[src/hw/rtl/shne_pkg.sv]
`timescale 1ns / 1ps
// ----------------------------------------------------------------------------
// shne_pkg
// Constants, codes and key-map lookup for the scancode hex number entry block.
// ----------------------------------------------------------------------------
package shne_pkg;

  localparam int ACC_WIDTH   = 64;
  localparam int VALUE_WIDTH = 64;
  localparam int SCAN_WIDTH  = 8;
  localparam int DIGIT_WIDTH = 4;

  typedef logic [SCAN_WIDTH-1:0]  scan_t;
  typedef logic [ACC_WIDTH-1:0]   acc_t;
  typedef logic [VALUE_WIDTH-1:0] value_t;
  typedef logic [DIGIT_WIDTH-1:0] digit_t;

  typedef enum logic [1:0] {
    WSEL_8  = 2'd0,
    WSEL_16 = 2'd1,
    WSEL_32 = 2'd2,
    WSEL_64 = 2'd3
  } wsel_t;

  localparam wsel_t WSEL_RESET = WSEL_64;

  localparam scan_t SC_SHIFT_MAKE  = 8'h2A;
  localparam scan_t SC_SHIFT_BREAK = 8'hAA;
  localparam scan_t SC_ENTER       = 8'h1C;
  localparam scan_t SC_BACKSPACE   = 8'h0E;

  typedef struct packed {
    logic   hit;
    digit_t digit;
  } key_digit_t;

  // Unshifted set-1 key map, restricted to keys that give a hex digit.
  function automatic key_digit_t key_to_digit(scan_t code);
    key_digit_t r;
    r.hit   = 1'b1;
    r.digit = '0;
    unique case (code) inside
      [8'h02:8'h0A]: r.digit = DIGIT_WIDTH'(code - 8'd1);
      8'h0B:         r.digit = 4'h0;
      8'h1E:         r.digit = 4'hA;
      8'h30:         r.digit = 4'hB;
      8'h2E:         r.digit = 4'hC;
      8'h20:         r.digit = 4'hD;
      8'h12:         r.digit = 4'hE;
      8'h21:         r.digit = 4'hF;
      default:       r.hit   = 1'b0;
    endcase
    return r;
  endfunction

endpackage

[src/hw/rtl/scancode_hex_number_entry.sv]
`timescale 1ns / 1ps
// ----------------------------------------------------------------------------
// scancode_hex_number_entry
// Builds a hex number from PS/2 set-1 scancodes; Enter emits it truncated.
//
// channel  dir  tdata                   tuser
// in_      in   [7:0] scan_byte         -
// out_     out  [63:0] value            [0] done_res
// cfg_     in   cfg_wdata[1:0] width_select (write when cfg_we)
//
// One transaction per cycle sustained while the output is not stalled; a byte
// passes the input register, then the result register. Key state updates
// when a byte moves into the result register. A stalled output holds its
// result while one more byte waits in the input register. Synchronous
// active-low reset clears shift, accumulator and width_select (to 64 bits).
// ----------------------------------------------------------------------------
module scancode_hex_number_entry
  import shne_pkg::*;
(
  input  logic        clk,
  input  logic        rst_n,
  input  logic        in_tvalid,
  output logic        in_tready,
  input  logic [7:0]  in_tdata,   // [7:0] scan_byte
  output logic        out_tvalid,
  input  logic        out_tready,
  output logic [63:0] out_tdata,  // [63:0] value
  output logic [0:0]  out_tuser,  // [0] done_res
  input  logic        cfg_we,
  input  logic [1:0]  cfg_wdata
);

  logic       s1_vld_r;
  scan_t      s1_byte_r;
  logic       out_vld_r;
  value_t     out_value_r;
  logic       out_done_r;
  logic       shift_r;
  logic       shift_nxt;
  acc_t       acc_r;
  acc_t       acc_nxt;
  wsel_t      wsel_r;
  value_t     value_nxt;
  logic       done_nxt;
  logic       out_free;
  logic       s1_move;
  key_digit_t kd;
  value_t     acc_ext;

  assign out_free  = !out_vld_r || out_tready;
  assign s1_move   = s1_vld_r && out_free;
  assign in_tready = !s1_vld_r || s1_move;

  assign kd      = key_to_digit(s1_byte_r);
  assign acc_ext = VALUE_WIDTH'(acc_r);

  always_comb begin
    shift_nxt = shift_r;
    acc_nxt   = acc_r;
    done_nxt  = 1'b0;
    if (s1_byte_r == SC_SHIFT_MAKE) begin
      shift_nxt = 1'b1;
    end else if (s1_byte_r == SC_SHIFT_BREAK) begin
      shift_nxt = 1'b0;
    end else if (s1_byte_r[SCAN_WIDTH-1]) begin
      // other releases ignored
    end else if (s1_byte_r == SC_ENTER) begin
      done_nxt = 1'b1;
      acc_nxt  = '0;
    end else if (s1_byte_r == SC_BACKSPACE) begin
      acc_nxt = acc_r >> DIGIT_WIDTH;
    end else if (!shift_r && kd.hit) begin
      acc_nxt = {acc_r[ACC_WIDTH-DIGIT_WIDTH-1:0], kd.digit};
    end

    if (done_nxt) begin
      unique case (wsel_r)
        WSEL_8:  value_nxt = acc_ext & VALUE_WIDTH'(64'h0000_0000_0000_00FF);
        WSEL_16: value_nxt = acc_ext & VALUE_WIDTH'(64'h0000_0000_0000_FFFF);
        WSEL_32: value_nxt = acc_ext & VALUE_WIDTH'(64'h0000_0000_FFFF_FFFF);
        default: value_nxt = acc_ext;
      endcase
    end else begin
      value_nxt = VALUE_WIDTH'(acc_nxt);
    end
  end

  always_ff @(posedge clk) begin
    if (!rst_n) begin
      s1_vld_r  <= 1'b0;
      out_vld_r <= 1'b0;
      shift_r   <= 1'b0;
      acc_r     <= '0;
      wsel_r    <= WSEL_RESET;
    end else begin
      if (cfg_we) begin
        wsel_r <= wsel_t'(cfg_wdata);
      end
      if (in_tready) begin
        s1_vld_r <= in_tvalid;
      end
      if (s1_move) begin
        shift_r <= shift_nxt;
        acc_r   <= acc_nxt;
      end
      if (out_free) begin
        out_vld_r <= s1_vld_r;
      end
    end
  end

  always_ff @(posedge clk) begin
    if (in_tready && in_tvalid) begin
      s1_byte_r <= in_tdata;
    end
    if (s1_move) begin
      out_value_r <= value_nxt;
      out_done_r  <= done_nxt;
    end
  end

  assign out_tvalid   = out_vld_r;
  assign out_tdata    = out_value_r;
  assign out_tuser[0] = out_done_r;

endmodule
[config.mk]
export PLATFORM = sky130hd
export DESIGN_NAME = scancode_hex_number_entry
export DESIGN_NICKNAME = d
export VERILOG_FILES = /design/src/hw/rtl/shne_pkg.sv /design/src/hw/rtl/scancode_hex_number_entry.sv
export SDC_FILE = /design/constraint.sdc
export NUM_CORES = 1
export LEC_CHECK = 0
export BUFFER_PORTS_ARGS = -buffer_cell sky130_fd_sc_hd__buf_2
export CAP_MARGIN = 0
export CORE_ASPECT_RATIO = 0.5
export CORE_UTILIZATION = 40
export CTS_CLUSTER_SIZE = 24
export DETAILED_ROUTE_END_ITERATION = 16
export GPL_ROUTABILITY_DRIVEN = 1
export SLEW_MARGIN = 40
export SYNTH_ARGS = -nofsm -noshare
export SYNTH_HDL_FRONTEND = slang
export SYNTH_SLANG_ARGS = --single-unit
[constraint.sdc]
create_clock -name clk -period 4.5 [get_ports clk]
set_clock_uncertainty 0.2 [all_clocks]
set_input_delay 0.9 -clock clk [delete_from_list [all_inputs] [get_ports clk]]
set_output_delay 0.9 -clock clk [all_outputs]
set_load 0.05 [all_outputs]
==> flow_summary.ini <==
[yosys]
synth-async-reset-ratio_pct = 0
netlist_area_sq_mm = 0.00669
synth.net_count = 618
syn_avg_cell_area_sq_um = 11.2
seq_area_frac_synth_pct = 53.4
synth_edf_count = 73
synthCells = 599
ys.flop_type = edfxtp_1
ys_types = 55
postSynthRegisterBits = 142
synth_warnings = 0

[floorplan]
die_x_um = 185
dieArea_sq_mm = 0.0173
num_rows = 32
core_region_area_sq_mm = 0.0159
die_h_um = 93.4
pin_count = 82
initial_utilization_pct = 42.2

[layout]
area_growth_syn_to_layout_pct = 18.5
fin_area_sq_mm = 0.00792
diodes = 0
drive_above_1_share_pct = 21.2
fin_nets = 684

[route]
firstDrtPassIters = 6
drt_iter0_markers = 553
drc_errors = 0
finalWirelength_um = 16400
viasPerCell = 5.84
dr_total_vias = 5252
postRouteAntennaNets = 0
routedWlPerCell_um = 18.3

[sta]
period_minus_slack_ns = 3.54
worst_pin_slew_ns = 0.705
relSlewSlack_pct = 53.0
finalSetupViolCount = 0
fmax_ghz = 0.282
rsz0062_at_grt = no
hold_viol = 0
final.period_utilization_pct = 78.7
drv_slew = 0
tns_ns = 0

[global_route]
grt_pass1_vias = 4871
grt_max_degree = 71
gr-total-overflow = 0
grt_pass1_wl_um = 26300
antenna_found_initial = 0
grt.total_usage_pct = 19.6

[setup_path]
cpPeakStageDelay_ns = 0.54
critPathKind = register to register
cp_slowest_cell = and3_1
worstSetupStartpointType = register
worstPathRequired_ns = 4.62
path_max_fanout = 52
cp_cell_sequence = ha_1 -> nor2b_1 -> a31oi_2 -> and2_1 -> and3_1 -> nand2_1 -> buf_4 -> o21ai_0
end_kind = register
worst_ep_arrival_time_ns = 3.66

[outcome]
run_status = complete, no violations

[place]
io_buffer_count = 81
finalWeightedCongestion = 0.812
dpl_cell_area_sq_mm = 0.00728
hpwl_um = 9700

[clocking]
cts_root_buf = clkbuf_16
clk_latency_ns = 0.42
post_cts_resized = 0
clockBufferDepth = 2
cts_tree = yes
cts.sink_count = 142
cts_setup_buffers = 0
clk_pin_slew_ns = 0.06
numCtsBuffers = 17
cts-htree-levels = 4
cts_hold_buf = 0

[pwr]
power.leakage_nw = 2.59
ir_worst_vdd_mv = 0.251
p_per_area_mw_per_mm2 = 394

[worst_hold_path]
hp-class = register to register

[run]
drv_cap = 0
==> routing by layer <==
metal	GRT usage [%]	vias to the layer above	part of all wire [%]
met1	28.9	2582	50
met5	0	-	0
met3	5.18	4	5.5
li1	-	2498	-
met2	28.7	168	44
met4	3.31	0	0.37
==> Yosys cell counts, drive strengths merged, types with 2 or more instances <==
master    n  share of area [%]
nand2    15               0.84
nor2b     5               0.47
nor3b     3               0.34
o21a      2               0.22
a22o      4               0.52
mux2i    63                9.4
a22oi   105                 12
mux2      6                1.0
a21o      3               0.34
o211ai    2               0.22
a32o      8                1.2
and2      4               0.37
buf      20                2.2
edfxtp   73                 33
a21oi    10               0.86
nor2     14               0.79
nor4b     2               0.36
nand3     5               0.37
and3      4               0.37
nand4     3               0.28
a31oi     4               0.47
dfxtp    69                 21
inv       9               0.51
clkbuf   25                1.4
ha        4               0.75
a21boi    2               0.28
o21ai   116                8.7
==> worst max-delay path, delay by kind of cell (launching register included) <==
family | cells | cell delay [ns]
and+or+nand+nor | 4 | 1.36
adders and majority gates | 1 | 0.33
DFF | 1 | 0.50
buffers and inverters | 1 | 0.31
AOI/OAI and AO/OA | 2 | 0.72
==> final cells by class <==
type / count / area, sq um
fill: 1448 / 7930
sequential: 142 / 3570
tap: 221 / 277
clock inverter: 14 / 178
clock buffer: 18 / 429
inverter: 9 / 33.8
timing repair buffer: 92 / 549
multi-input combinational: 403 / 2880
==> power by group <==
| part | internal (mW) | switching [mW] |
|---|---|---|
| Sequential | 1.39 | 0.0170 |
| Clock | 0.883 | 0.581 |
| Combinational | 0.0572 | 0.191 |
| Total | 2.33 | 0.789 |
==> final timing paths <==
path / start / to / slack, ns / depth (start not counted)
min reg2reg: acc_ext[2] / acc_ext[2] / 0.29 / 1
min: acc_ext[2] / acc_ext[2] / 0.29 / 1
max: s1_byte_r[1] / acc_ext[38] / 0.96 / 8
max reg2reg: s1_byte_r[1] / acc_ext[38] / 0.96 / 8
==> flip-flops by register name, summed over array words and instances, names as in the netlist <==
name,flops
s1_byte_r,8
out_tuser,1
s1_vld_r,1
acc_ext,64
out_tvalid,1
wsel_r,2
out_tdata,64
shift_r,1
==> placed cells by master, fill, tap and decap left out, types with 5 or more instances in the layout <==
cell / instances
a21oi_1: 7
mux2_2: 6
buf_2: 81
inv_1: 9
a32o_1: 8
inv_6: 6
edfxtp_1: 73
nand3_1: 5
dfxtp_1: 69
clkbuf_16: 17
buf_4: 6
o21ai_0: 114
nand2_1: 15
nor2_1: 13
a22oi_1: 105
mux2i_1: 63
==> stage by stage <==
| step | total power [mW] | utilization [%] | hold WS (ns) | setup slack, ns | instances |
|---|---|---|---|---|---|
| floorplan | 1.62 | - | 0.246 | 1.13 | 599 |
| global placement | 1.68 | 45.9 | 0.270 | 1.14 | 866 |
| detailed placement | 1.68 | 45.9 | 0.273 | 1.03 | 866 |
| CTS | 3.15 | 49.8 | 0.287 | 0.953 | 898 |
| global route | 3.23 | 50.0 | 0.319 | 0.757 | 899 |
| finish | 3.12 | 50.0 | 0.287 | 0.959 | 899 |
==> cells by family after synthesis <==
logic type               share of synthesized area [%]
AO/OA/AOI/OAI                                     26.4
flip-flops                                        53.4
multiplexers                                      10.4
AND/OR/NAND/NOR                                   4.90
buffers and inverters                             4.10
adder cells (fa/ha/maj)                          0.748
(Power assumes the default switching activity.)
